## src/rcmp_pkg.sv

```systemverilog
// Package for the raised-cosine modulation profile unit.
// Holds widths, segment codes, the sideband type and the half-versine ROM builder.
// No dependencies.
package rcmp_pkg;

  localparam int COS_TABLE_DEPTH = 1024;
  localparam int IDX_W  = $clog2(COS_TABLE_DEPTH + 1);  // lookup index / quotient bits
  localparam int TIME_W = 32;
  localparam int LEN_W  = 21;                           // ramp and hold lengths
  localparam int PER_W  = LEN_W + 2;                    // period 2r+2h
  localparam int VAL_W  = 20;                           // swing, baseline
  localparam int LVL_W  = 21;                           // saturated level
  localparam int ROM_W  = 17;                           // entries 0..65536
  localparam int NUM_W  = IDX_W + LEN_W;                // f*D + r/2

  localparam logic [2:0] CFG_WINDOW_START = 3'd0;
  localparam logic [2:0] CFG_WINDOW_STOP  = 3'd1;
  localparam logic [2:0] CFG_RAMP_LENGTH  = 3'd2;
  localparam logic [2:0] CFG_HOLD_LENGTH  = 3'd3;
  localparam logic [2:0] CFG_SWING        = 3'd4;
  localparam logic [2:0] CFG_BASELINE     = 3'd5;

  typedef enum logic [1:0] {
    SEG_RISE = 2'd0,
    SEG_PEAK = 2'd1,
    SEG_FALL = 2'd2,
    SEG_BASE = 2'd3
  } seg_e;

  // sideband that rides along each beat
  typedef struct packed {
    logic win;
    seg_e seg;
  } tag_t;

  typedef logic [ROM_W-1:0] rom_t [0:COS_TABLE_DEPTH];

  localparam longint Q30_ONE = 64'sd1073741824;
  localparam longint PI_Q30  = 64'sd3373259426;

  // 65536 * 0.5*(1-cos(pi*k/D)) for 2k <= D, Q30 Taylor series, Horner form
  function automatic longint half_versine(longint k);
    longint a;
    longint x2;
    longint t;
    longint p;
    longint q;
    a  = (PI_Q30 * k + COS_TABLE_DEPTH / 2) / COS_TABLE_DEPTH;
    x2 = (a * a) >>> 30;
    t  = Q30_ONE;
    for (int n = 8; n >= 1; n--) begin
      p = (x2 * t) >>> 30;
      unique case (n)
        8: q = p / 240;
        7: q = p / 182;
        6: q = p / 132;
        5: q = p / 90;
        4: q = p / 56;
        3: q = p / 30;
        2: q = p / 12;
        default: q = p / 2;
      endcase
      t = Q30_ONE - q;
      if (t < 0) t = 0;
      if (t > Q30_ONE) t = Q30_ONE;
    end
    return (Q30_ONE - t + 16384) >>> 15;
  endfunction

  function automatic rom_t build_rom();
    rom_t r;
    for (int k = 0; k <= COS_TABLE_DEPTH; k++) begin
      if (2 * k > COS_TABLE_DEPTH) begin
        r[k] = ROM_W'(65536 - half_versine(longint'(COS_TABLE_DEPTH - k)));
      end else begin
        r[k] = ROM_W'(half_versine(longint'(k)));
      end
    end
    return r;
  endfunction

endpackage

```

## src/rcmp_mod_unit.sv

```systemverilog
// Pipelined restoring remainder: elapsed time modulo period, one bit per stage.
// Depends on rcmp_pkg.
module rcmp_mod_unit (
  input  logic                         clk_i,
  input  logic                         rst_ni,
  input  logic                         en_i,
  input  logic                         vld_i,
  input  logic                         win_i,
  input  logic [rcmp_pkg::TIME_W-1:0]  dvd_i,
  input  logic [rcmp_pkg::PER_W-1:0]   per_i,
  output logic                         vld_o,
  output logic                         win_o,
  output logic [rcmp_pkg::PER_W-1:0]   rem_o
);
  import rcmp_pkg::*;

  localparam int NS = TIME_W;

  logic [PER_W-1:0]  rem_q [NS];
  logic [TIME_W-1:0] dvd_q [NS];
  logic [NS-1:0]     vld_q;
  logic [NS-1:0]     win_q;

  for (genvar j = 0; j < NS; j++) begin : g_st
    logic [PER_W-1:0]  rem_in;
    logic [TIME_W-1:0] dvd_in;
    logic              vld_in;
    logic              win_in;
    logic [PER_W:0]    trial;
    logic [PER_W:0]    diff;

    if (j == 0) begin : g_first
      assign rem_in = '0;
      assign dvd_in = dvd_i;
      assign vld_in = vld_i;
      assign win_in = win_i;
    end else begin : g_next
      assign rem_in = rem_q[j-1];
      assign dvd_in = dvd_q[j-1];
      assign vld_in = vld_q[j-1];
      assign win_in = win_q[j-1];
    end

    assign trial = {rem_in, dvd_in[TIME_W-1]};
    assign diff  = trial - {1'b0, per_i};

    always_ff @(posedge clk_i or negedge rst_ni) begin
      if (!rst_ni) begin
        vld_q[j] <= 1'b0;
      end else if (en_i) begin
        vld_q[j] <= vld_in;
      end
    end

    always_ff @(posedge clk_i) begin
      if (en_i) begin
        rem_q[j] <= (trial >= {1'b0, per_i}) ? diff[PER_W-1:0] : trial[PER_W-1:0];
        dvd_q[j] <= {dvd_in[TIME_W-2:0], 1'b0};
        win_q[j] <= win_in;
      end
    end
  end

  assign vld_o = vld_q[NS-1];
  assign win_o = win_q[NS-1];
  assign rem_o = rem_q[NS-1];

endmodule

```

## config.mk

```make
export PLATFORM = sky130hd
export DESIGN_NAME = rcmp_mod_unit
export DESIGN_NICKNAME = d
export VERILOG_FILES = /design/src/rcmp_pkg.sv /design/src/rcmp_mod_unit.sv
export SDC_FILE = /design/constraint.sdc
export NUM_CORES = 2
export LEC_CHECK = 0
export BUFFER_PORTS_ARGS = -buffer_cell sky130_fd_sc_hd__buf_2
export CORE_ASPECT_RATIO = 0.75
export CORE_MARGIN = 3
export CORE_UTILIZATION = 45
export CTS_BUF_LIST = sky130_fd_sc_hd__clkbuf_8
export DETAILED_ROUTE_END_ITERATION = 8
export GPL_ROUTABILITY_DRIVEN = 0
export SLEW_MARGIN = 5
export SYNTH_ARGS = -nofsm -noshare
export SYNTH_HDL_FRONTEND = slang
export SYNTH_SLANG_ARGS = --single-unit
export TNS_END_PERCENT = 50
```

## constraint.sdc

```tcl
create_clock -name clk_i -period 3.65 [get_ports clk_i]
set_input_delay 0.365 -clock clk_i [delete_from_list [all_inputs] [get_ports clk_i]]
set_output_delay 0.365 -clock clk_i [all_outputs]
set_load 0.01 [all_outputs]
```

==> impl_metrics.yaml <==
run_status:
  status: "complete, no violations"
layout:
  syn2layout_area_growth_pct: 17.1
  drive_gt1_frac: 0.184
  layout_commonest_cell: "edfxtp_1"
  layout.nets: 8846
  mostFrequentLayoutCells: "edfxtp_1 (1264), a21oi_1 (717), ha_1 (715)"
  final_core_util: 0.534
logic_synthesis:
  ys_seq_elements: 1296
  synth_area_leader_cell: "edfxtp_1"
  synth-main-ff-cell: "edfxtp_1"
  synth_edf_count: 1264
  synthArstFlopShare: 0.0247
  synthCells: 7146
  synth_area_leaders: "edfxtp_1 (47%), ha_1 (11%), mux2_2 (4.8%)"
  syn_avg_cell_area_um2: 11.3
  synth_cell_type_count: 103
  synth_area_mm2: 0.0804
  seq_area_frac_synth: 0.482
  syn-num-nets: 7952
  synth_top_area_frac: 0.472
  yosysWarnings: 0
clocking:
  clock_latency_ns: 0.98
  numCtsBuffers: 208
  root_buffer: "clkbuf_8"
  clk_pin_slew_ns: 0.06
  cts-htree-levels: 4
  cts_tree: "yes"
  clock-sinks: 1296
  clock_path_buffers: 3
die:
  design.die.area_mm2: 0.184
  num_rows: 133
  start_util: 0.456
  die_y_um: 372
  io_pins: 85
  core_mm2: 0.176
  die_x_um: 494
placed_design:
  dp_hpwl_mm: 154
  io_buffers: 84
sta:
  final.period_utilization: 0.960
  tightestPinTransition_ns: 0.969
  drv_slew: 0
  fmax_ghz: 0.285
  fin_tns_setup_ns: 0
  period_needed_ns: 3.50
  max_slew_margin: 0.337
  setup_viol: 0
  clock-skew-final_ns: 0.0474
  finalHoldViolCount: 0
setup_path:
  worst_setup_path_end_kind: "flip-flop"
  crit_type: "flip-flop to flip-flop"
  cp_max_fo: 21
  cp.arrival_ns: 4.22
  critPathLaunchType: "flip-flop"
  critical_path_required_ns: 4.37
power:
  power.density_mw_per_mm2: 927
  p_leak_nw: 38.5
  ir_drop_mv: 0.475
flow_run:
  cap_viol_max_count: 0
route:
  num_vias: 59700
  wirelength_mm: 208
  antenna_left: 0
  drt-pass1-iter-count: 6
  post_drt_wl_per_cell_um: 19.7
  drtIter0Drc: 5462
  detail_route.vias_per_cell: 5.65
  drc_errors: 0
worst_hold_path:
  hp-class: "primary input to flip-flop"
global_route:
  grt_antenna_before_repair: 10
  grt_max_degree: 126
  grt_pass1_wl_mm: 321
  grt.total_usage: 0.222
  overflow: 0
  grt_pass1_vias: 56500
-- power by group --
group	leakage, nW	switching [mW]	internal [mW]
logic	23.5	24.2	23.2
clock network	2.27	6.23	6.42
registers	12.7	3.42	23.8
total	38.5	33.9	53.5
-- metrics by stage --
step	power, mW	area [um2]	hold slack, ns	std cells	setup slack [ns]
floorplan	59.2	80400	0.0694	7146	-0.00812
global placement	72.9	89300	0.400	10100	-0.184
detailed placement	73.7	89300	0.405	10100	-0.221
CTS	87.1	94000	0.000138	10600	0.0191
global route	93.9	94200	0.0396	10600	-0.0155
finish	87.3	94200	0.122	10600	0.145
-- worst paths after layout --
check / start / end / slack, ns / cells past startpoint
setup / recovery: dvd_q[1][92] / rem_q[7][5] / 0.15 / 14
max in group asynchronous: rst_ni / g_st[27].vld_in / 3.07 / 4
hold / removal: dvd_i[6] / dvd_q[0][6] / 0.12 / 2
min in group asynchronous: rst_ni / g_st[1].vld_in / 0.40 / 4
hold reg to reg: dvd_q[2][41] / dvd_q[2][73] / 0.39 / 0
setup reg to reg: dvd_q[1][92] / rem_q[7][5] / 0.15 / 14
-- worst max-delay path, cell delays in order (launching register included) --
cell and delay (ns):
edfxtp_1 0.43, inv_1 0.12, ha_1 0.19, fa_2 0.25, nor2b_1 0.06, o21a_1 0.19
o21ai_2 0.18, a31oi_1 0.13, a41oi_1 0.24, o21ai_0 0.16, a31oi_1 0.19, o211ai_1 0.15
a311oi_4 0.36, buf_12 0.22, mux2_2 0.35
-- final cells by class --
| class | count | area, um2 |
|---|---|---|
| diodes | 5 | 12.5 |
| clock buffers | 210 | 2890 |
| clock inverters | 167 | 1190 |
| fillers | 15400 | 82200 |
| inverters | 240 | 905 |
| multi-input cells | 5478 | 40300 |
| flip-flops and latches | 1296 | 38800 |
| well taps | 2362 | 2960 |
| repair buffers | 816 | 7180 |
-- cell usage after synthesis, drive strengths merged (75+ instances only) --
library cell,number
mux2,362
nand4,94
a31oi,75
ha,715
a21o,292
xnor2,360
nor2b,129
nor3,96
nor2,505
xor2,226
nand2,435
inv,240
o21a,84
edfxtp,1264
o21ai,478
a21oi,723
nand2b,91
nand3,100
-- cells by family (layout without fill, tap and decap cells) --
family	count (synthesis)	count (layout)	share of synthesized area
AOI/OAI and AO/OA	2080	2080	0.161
and+or+nand+nor	1677	1677	0.100
DFF	1296	1296	0.482
adders and majority gates	746	746	0.119
xor gates and xnor gates	586	586	0.0638
muxes	389	389	0.0549
buffers and inverters	372	1433	0.0189
other	0	5	0
-- what timing repair did --
action / CTS / global route
gates resized for setup: 0 / 27
setup endpoints to repair: 11 / 123
gates cloned: 0 / 2
setup buffers: 3 / 7
hold buffers: 57 / 0
hold endpoints to repair: 139 / 0
pin swaps: 1 / 11
-- per-layer routing --
layer | vias up | share of wire | GRT usage
met5 | - | 0.000063 | 0
met4 | 2 | 0.023 | 0.0610
met3 | 332 | 0.070 | 0.0380
met2 | 1808 | 0.42 | 0.321
met1 | 28600 | 0.49 | 0.340
li1 | 29000 | - | -
-- sequential cells by signal, summed over array words and instances, names as in the netlist --
| signal | count |
|---|---|
| g_st.vld_in | 31 |
| g_st.win_in | 31 |
| win_o | 1 |
| dvd_q | 496 |
| rem_q | 736 |
| vld_o | 1 |
(Power assumes the default switching activity.)
