File: src/rcmp_pkg.sv
// Package for the raised-cosine modulation profile unit.
// Holds widths, segment codes, the sideband type and the half-versine ROM builder.
// No dependencies.
package rcmp_pkg;

  localparam int COS_TABLE_DEPTH = 1024;
  localparam int IDX_W  = $clog2(COS_TABLE_DEPTH + 1);  // lookup index / quotient bits
  localparam int TIME_W = 32;
  localparam int LEN_W  = 21;                           // ramp and hold lengths
  localparam int PER_W  = LEN_W + 2;                    // period 2r+2h
  localparam int VAL_W  = 20;                           // swing, baseline
  localparam int LVL_W  = 21;                           // saturated level
  localparam int ROM_W  = 17;                           // entries 0..65536
  localparam int NUM_W  = IDX_W + LEN_W;                // f*D + r/2

  localparam logic [2:0] CFG_WINDOW_START = 3'd0;
  localparam logic [2:0] CFG_WINDOW_STOP  = 3'd1;
  localparam logic [2:0] CFG_RAMP_LENGTH  = 3'd2;
  localparam logic [2:0] CFG_HOLD_LENGTH  = 3'd3;
  localparam logic [2:0] CFG_SWING        = 3'd4;
  localparam logic [2:0] CFG_BASELINE     = 3'd5;

  typedef enum logic [1:0] {
    SEG_RISE = 2'd0,
    SEG_PEAK = 2'd1,
    SEG_FALL = 2'd2,
    SEG_BASE = 2'd3
  } seg_e;

  // sideband that rides along each beat
  typedef struct packed {
    logic win;
    seg_e seg;
  } tag_t;

  typedef logic [ROM_W-1:0] rom_t [0:COS_TABLE_DEPTH];

  localparam longint Q30_ONE = 64'sd1073741824;
  localparam longint PI_Q30  = 64'sd3373259426;

  // 65536 * 0.5*(1-cos(pi*k/D)) for 2k <= D, Q30 Taylor series, Horner form
  function automatic longint half_versine(longint k);
    longint a;
    longint x2;
    longint t;
    longint p;
    longint q;
    a  = (PI_Q30 * k + COS_TABLE_DEPTH / 2) / COS_TABLE_DEPTH;
    x2 = (a * a) >>> 30;
    t  = Q30_ONE;
    for (int n = 8; n >= 1; n--) begin
      p = (x2 * t) >>> 30;
      unique case (n)
        8: q = p / 240;
        7: q = p / 182;
        6: q = p / 132;
        5: q = p / 90;
        4: q = p / 56;
        3: q = p / 30;
        2: q = p / 12;
        default: q = p / 2;
      endcase
      t = Q30_ONE - q;
      if (t < 0) t = 0;
      if (t > Q30_ONE) t = Q30_ONE;
    end
    return (Q30_ONE - t + 16384) >>> 15;
  endfunction

  function automatic rom_t build_rom();
    rom_t r;
    for (int k = 0; k <= COS_TABLE_DEPTH; k++) begin
      if (2 * k > COS_TABLE_DEPTH) begin
        r[k] = ROM_W'(65536 - half_versine(longint'(COS_TABLE_DEPTH - k)));
      end else begin
        r[k] = ROM_W'(half_versine(longint'(k)));
      end
    end
    return r;
  endfunction

endpackage

File: src/rcmp_idx_unit.sv
// Segment decode, fold of the phase, and pipelined divide to the ROM index.
// Depends on rcmp_pkg.
module rcmp_idx_unit (
  input  logic                        clk_i,
  input  logic                        rst_ni,
  input  logic                        en_i,
  input  logic                        vld_i,
  input  logic                        win_i,
  input  logic [rcmp_pkg::PER_W-1:0]  m_i,
  input  logic [rcmp_pkg::LEN_W-1:0]  ramp_i,
  input  logic [rcmp_pkg::LEN_W-1:0]  hold_i,
  output logic                        vld_o,
  output rcmp_pkg::tag_t              tag_o,
  output logic [rcmp_pkg::IDX_W-1:0]  idx_o
);
  import rcmp_pkg::*;

  // stage A: segment and folded time
  logic [PER_W-1:0] r_ext, rh, rrh;
  seg_e             seg_d;
  logic [LEN_W-1:0] f_d;
  logic [PER_W-1:0] fall_f;

  assign r_ext  = PER_W'(ramp_i);
  assign rh     = r_ext + PER_W'(hold_i);
  assign rrh    = rh + r_ext;
  assign fall_f = rrh - m_i;

  always_comb begin
    priority if (m_i < r_ext) begin
      seg_d = SEG_RISE;
      f_d   = m_i[LEN_W-1:0];
    end else if (m_i < rh) begin
      seg_d = SEG_PEAK;
      f_d   = ramp_i;
    end else if (m_i < rrh) begin
      seg_d = SEG_FALL;
      f_d   = fall_f[LEN_W-1:0];
    end else begin
      seg_d = SEG_BASE;
      f_d   = '0;
    end
  end

  logic             a_vld_q;
  tag_t             a_tag_q;
  logic [LEN_W-1:0] a_f_q;

  always_ff @(posedge clk_i or negedge rst_ni) begin
    if (!rst_ni) begin
      a_vld_q <= 1'b0;
    end else if (en_i) begin
      a_vld_q <= vld_i;
    end
  end

  always_ff @(posedge clk_i) begin
    if (en_i) begin
      a_tag_q <= '{win: win_i, seg: seg_d};
      a_f_q   <= f_d;
    end
  end

  // stage B: numerator f*D + r/2
  logic             b_vld_q;
  tag_t             b_tag_q;
  logic [NUM_W-1:0] b_num_q;

  always_ff @(posedge clk_i or negedge rst_ni) begin
    if (!rst_ni) begin
      b_vld_q <= 1'b0;
    end else if (en_i) begin
      b_vld_q <= a_vld_q;
    end
  end

  always_ff @(posedge clk_i) begin
    if (en_i) begin
      b_tag_q <= a_tag_q;
      b_num_q <= NUM_W'(a_f_q) * NUM_W'(COS_TABLE_DEPTH) + NUM_W'(ramp_i >> 1);
    end
  end

  // quotient < 2^IDX_W, so the top LEN_W bits start below r
  logic [LEN_W-1:0] rem_q [IDX_W];
  logic [IDX_W-1:0] low_q [IDX_W];
  logic [IDX_W-1:0] quo_q [IDX_W];
  tag_t             tag_q [IDX_W];
  logic [IDX_W-1:0] vld_q;

  for (genvar j = 0; j < IDX_W; j++) begin : g_st
    logic [LEN_W-1:0] rem_in;
    logic [IDX_W-1:0] low_in;
    logic [IDX_W-1:0] quo_in;
    tag_t             tag_in;
    logic             vld_in;
    logic [LEN_W:0]   trial;
    logic [LEN_W:0]   diff;
    logic             ge;

    if (j == 0) begin : g_first
      assign rem_in = b_num_q[NUM_W-1:IDX_W];
      assign low_in = b_num_q[IDX_W-1:0];
      assign quo_in = '0;
      assign tag_in = b_tag_q;
      assign vld_in = b_vld_q;
    end else begin : g_next
      assign rem_in = rem_q[j-1];
      assign low_in = low_q[j-1];
      assign quo_in = quo_q[j-1];
      assign tag_in = tag_q[j-1];
      assign vld_in = vld_q[j-1];
    end

    assign trial = {rem_in, low_in[IDX_W-1]};
    assign diff  = trial - {1'b0, ramp_i};
    assign ge    = (trial >= {1'b0, ramp_i});

    always_ff @(posedge clk_i or negedge rst_ni) begin
      if (!rst_ni) begin
        vld_q[j] <= 1'b0;
      end else if (en_i) begin
        vld_q[j] <= vld_in;
      end
    end

    always_ff @(posedge clk_i) begin
      if (en_i) begin
        rem_q[j] <= ge ? diff[LEN_W-1:0] : trial[LEN_W-1:0];
        low_q[j] <= low_in << 1;
        quo_q[j] <= {quo_in[IDX_W-2:0], ge};
        tag_q[j] <= tag_in;
      end
    end
  end

  assign vld_o = vld_q[IDX_W-1];
  assign tag_o = tag_q[IDX_W-1];
  assign idx_o = quo_q[IDX_W-1];

endmodule

File: config.mk
export PLATFORM = sky130hd
export DESIGN_NAME = rcmp_idx_unit
export DESIGN_NICKNAME = d
export VERILOG_FILES = /design/src/rcmp_pkg.sv /design/src/rcmp_idx_unit.sv
export SDC_FILE = /design/constraint.sdc
export NUM_CORES = 1
export LEC_CHECK = 0
export ABC_CLOCK_PERIOD_IN_PS = 5950
export BUFFER_PORTS_ARGS = -buffer_cell sky130_fd_sc_hd__buf_2
export CORE_ASPECT_RATIO = 2
export CORE_MARGIN = 2
export CORE_UTILIZATION = 47
export CTS_CLUSTER_SIZE = 8
export DETAILED_ROUTE_END_ITERATION = 7
export SLEW_MARGIN = 20
export SYNTH_ARGS = -nofsm -noshare
export SYNTH_HDL_FRONTEND = slang
export SYNTH_SLANG_ARGS = --single-unit
File: constraint.sdc
create_clock -name clk_i -period 5.95 [get_ports clk_i]
set_input_delay 0.8925 -clock clk_i [delete_from_list [all_inputs] [get_ports clk_i]]
set_output_delay 0.8925 -clock clk_i [all_outputs]
set_load 0.02 [all_outputs]
==> impl_metrics.tcl <==
set metrics [dict create \
    insertion_delay_ns 0.63 \
    grt_pass1_wl_um 131000 \
    maxCapViolations 0 \
    cts_hold_buffers 0 \
    crit_type "in -> reg" \
    synth.avg_cell_area_um2 10.5 \
    overflow 0 \
    numClockSinks 436 \
    final_common_cell "edfxtp_1" \
    synth_area_um2 31300 \
    synth.area.mux_share_pct 5.11 \
    finClkSkew_ns 0.0324 \
    syn-num-nets 3442 \
    cts-root-buf "clkbuf_16" \
    place_hpwl_um 63100 \
    ir_drop_v 0.000296 \
    grt_setup_unrepaired "yes" \
    grt_pass1_vias 23670 \
    placedCellCount 4081 \
    start_kind "primary input" \
    slowest_delay_ns 0.52 \
    fin_cells 4166 \
    layout_setup_ws_ns -0.0243 \
    synth_xor_area_share_pct 6.34 \
    hold_viol 0 \
    avgViaCountPerCell 5.77 \
    met3_usage_pct 3.08 \
    slew_viol_final 0 \
    yosys_most_used_dff "edfxtp_1" \
    io-pin-count 85 \
    first_iter_violations 1349 \
    synth-seq-cells 436 \
    synthSimpleGateAreaFrac_pct 11.4 \
    yosysTopAreaCell "edfxtp_1" \
    clk_pin_slew_ns 0.06 \
    synthAdderAreaFrac_pct 15.6 \
    grt_util_all_layers_pct 24.2 \
    synth_edf_count 423 \
    synth_area_leaders "edfxtp_1 (41%), ha_1 (15%), xnor2_1 (4.2%)" \
    hold_slack_ns 0.138 \
    min_period_ns 5.97 \
    synth_compound_area_share_pct 17.1 \
    finalSetupViolCount 4 \
    syn_inst 2990 \
    critPathSlowestCell "or4_4" \
    min_path_type "in -> async" \
    dr.pass1.iters 6 \
    h-tree-depth 2 \
    core.rowCount 134 \
    dr_total_vias 24021 \
    tightest_slew_ns 1.04 \
    grt_max_degree 160 \
    outcome "finished, violations left" \
    antenna_found_initial 2 \
    synth_top_area_share_pct 40.5 \
    die_w_um 187 \
    syn2layout_area_growth_pct 14.9 \
    violations "negative setup slack" \
    avgRoutedWirePerCell_um 20.2 \
    use_met2_pct 44.4 \
    worst_ep_required_time_ns 6.39 \
    slew_headroom_pct 30.8 \
    core_um2 66400 \
    ys_types 88 \
    cts-buffers-inserted 60 \
    top_usage_layer "met2" \
    start_util_pct 47.2 \
    dpl-instance-area_um2 34100 \
    async_flop_share_pct 2.98 \
    dieArea_um2 68900 \
    yosysWarnings 0 \
    port_buffers 84 \
    cellLeakagePower_nw 15.1 \
    gp_congestion 0.923 \
    critPathMaxFanout 5 \
    end_kind "flop" \
    finalCritPeriodShare_pct 100 \
    drtAntennaViolNets 0 \
    layout_common_cells "edfxtp_1 (423), ha_1 (366), a21oi_1 (232)" \
    layout-drive-gt1-share_pct 13.3 \
    critPathLaunch "hold_i[0]" \
    power_density_nw_per_um2 527 \
    wirelength_um 84200 \
    die_h_um 369 \
    final_nets 3719 \
    clock.fmax_mhz 167 \
    fillCellCount 5913 \
    drcViolationCount 0 \
    ys_seq_area_share_pct 41.6 \
    synth_top_family_by_area "compound AO/OA/AOI/OAI gates" \
    clk_path_buf_depth 3 \
    cpMostUsedCell "a21o_1" \
    grt_util_met1_pct 28.4 \
    reg2reg_from "b_num_q[12]" \
    cts_tree "built" \
    cp.arrival_ns 6.41 \
    worst_r2r_path_depth 10 \
    stdcell_area_um2 36000 \
    n_antenna_cell 0 \
]
[worst paths after layout]
check                                 endpoint  slack, ns
min in group clk_i                 quo_q[4][4]       0.41
worst max-delay path                 a_f_q[17]      -0.02
worst max register to register    rem_q[0][12]       2.12
worst min register to register     quo_q[4][4]       0.41
worst min-delay path            g_st[9].vld_in       0.14
max in group asynchronous       g_st[2].vld_in       5.59
[Yosys cell counts, drive strengths merged, types with 12 or more instances]
library cell and count:
o21a 54, o21bai 30, nand3 58, nor2b 51, edfxtp 423, nand4 48, mux2 117, o211ai 24
nor3 59, a21o 114, o31a 14, nand2 197, a21boi 13, xor2 78, a211oi 24, o31ai 21
or2 16, ha 368, a21oi 239, inv 181, clkbuf 38, nand2b 33, fa 14, and3 26
dfrtp 13, a31oi 32, nor4 12, or3 22, o21ai 165, buf 14, nor2 191, xnor2 149
mux2i 22
[cell type report]
class                           instances  area (µm²)  share of cell area [%]
Tap cell                              884        1110                    3.07
Clock inverter                          4        77.6                   0.215
Clock buffer                           73        1550                    4.30
Multi-Input combinational cell       2321       17700                    49.1
Inverter                              181         683                    1.90
Sequential cell                       436       13000                    36.2
Timing Repair Buffer                  267        1900                    5.28
[worst max-delay path: cells and delay by family]
family / cells / cell delay, ns
adder cells (fa/ha/maj): 4 / 1.06
AND/OR/NAND/NOR: 10 / 1.85
XOR/XNOR: 2 / 0.25
AO/OA/AOI/OAI: 13 / 2.24
buffers and inverters: 2 / 0.12
[report_power, final]
| group | switching (W) | internal, W | total (W) |
|---|---|---|---|
| logic | 0.00550 | 0.00476 | 0.0103 |
| registers | 0.000637 | 0.00497 | 0.00561 |
| clock network | 0.00130 | 0.00184 | 0.00313 |
[per-stage QoR]
step	power [W]	utilization, %	TNS, ns	setup slack (ns)
after floorplan	0.0130	-	-5.05	-0.323
after global placement	0.0156	51.4	-13.68	-0.707
after detailed placement	0.0157	51.4	-15.33	-0.782
after CTS	0.0190	53.9	0	0.00148
after global routing	0.0205	54.3	-5.51	-0.297
final	0.0190	54.3	-0.0496	-0.0243
[logic make-up (layout without fill, tap and decap cells)]
| logic type | count (synthesis) | count (layout) |
|---|---|---|
| muxes | 139 | 139 |
| buffers and inverters | 233 | 525 |
| DFF | 436 | 436 |
| and+or+nand+nor | 742 | 742 |
| AOI/OAI and AO/OA | 831 | 831 |
| xor gates and xnor gates | 227 | 227 |
| adders and majority gates | 382 | 382 |
[repair_timing]
action,in CTS,in global routing
hold endpoints to repair,0,0
pin swaps,3,37
setup endpoints to repair,20,22
gates resized for setup,3,35
gates cloned,0,1
setup buffers,1,6
[flip-flops by register name, summed over array words and instances, names as in the netlist]
name / flops
a_tag_q: 3
rem_q: 210
quo_q: 66
b_num_q: 32
a_vld_q: 1
g_st.vld_in: 10
b_vld_q: 1
a_f_q: 21
low_q: 55
b_tag_q: 3
tag_q: 33
vld_o: 1
[metal layers]
metal / vias to the layer above / wire length, µm
li1: 11759 / -
met1: 11503 / 34500
met2: 578 / 42600
met3: 181 / 3630
met5: - / 0
met4: 0 / 3410
Note: power is estimated with default switching activity, not from simulation.
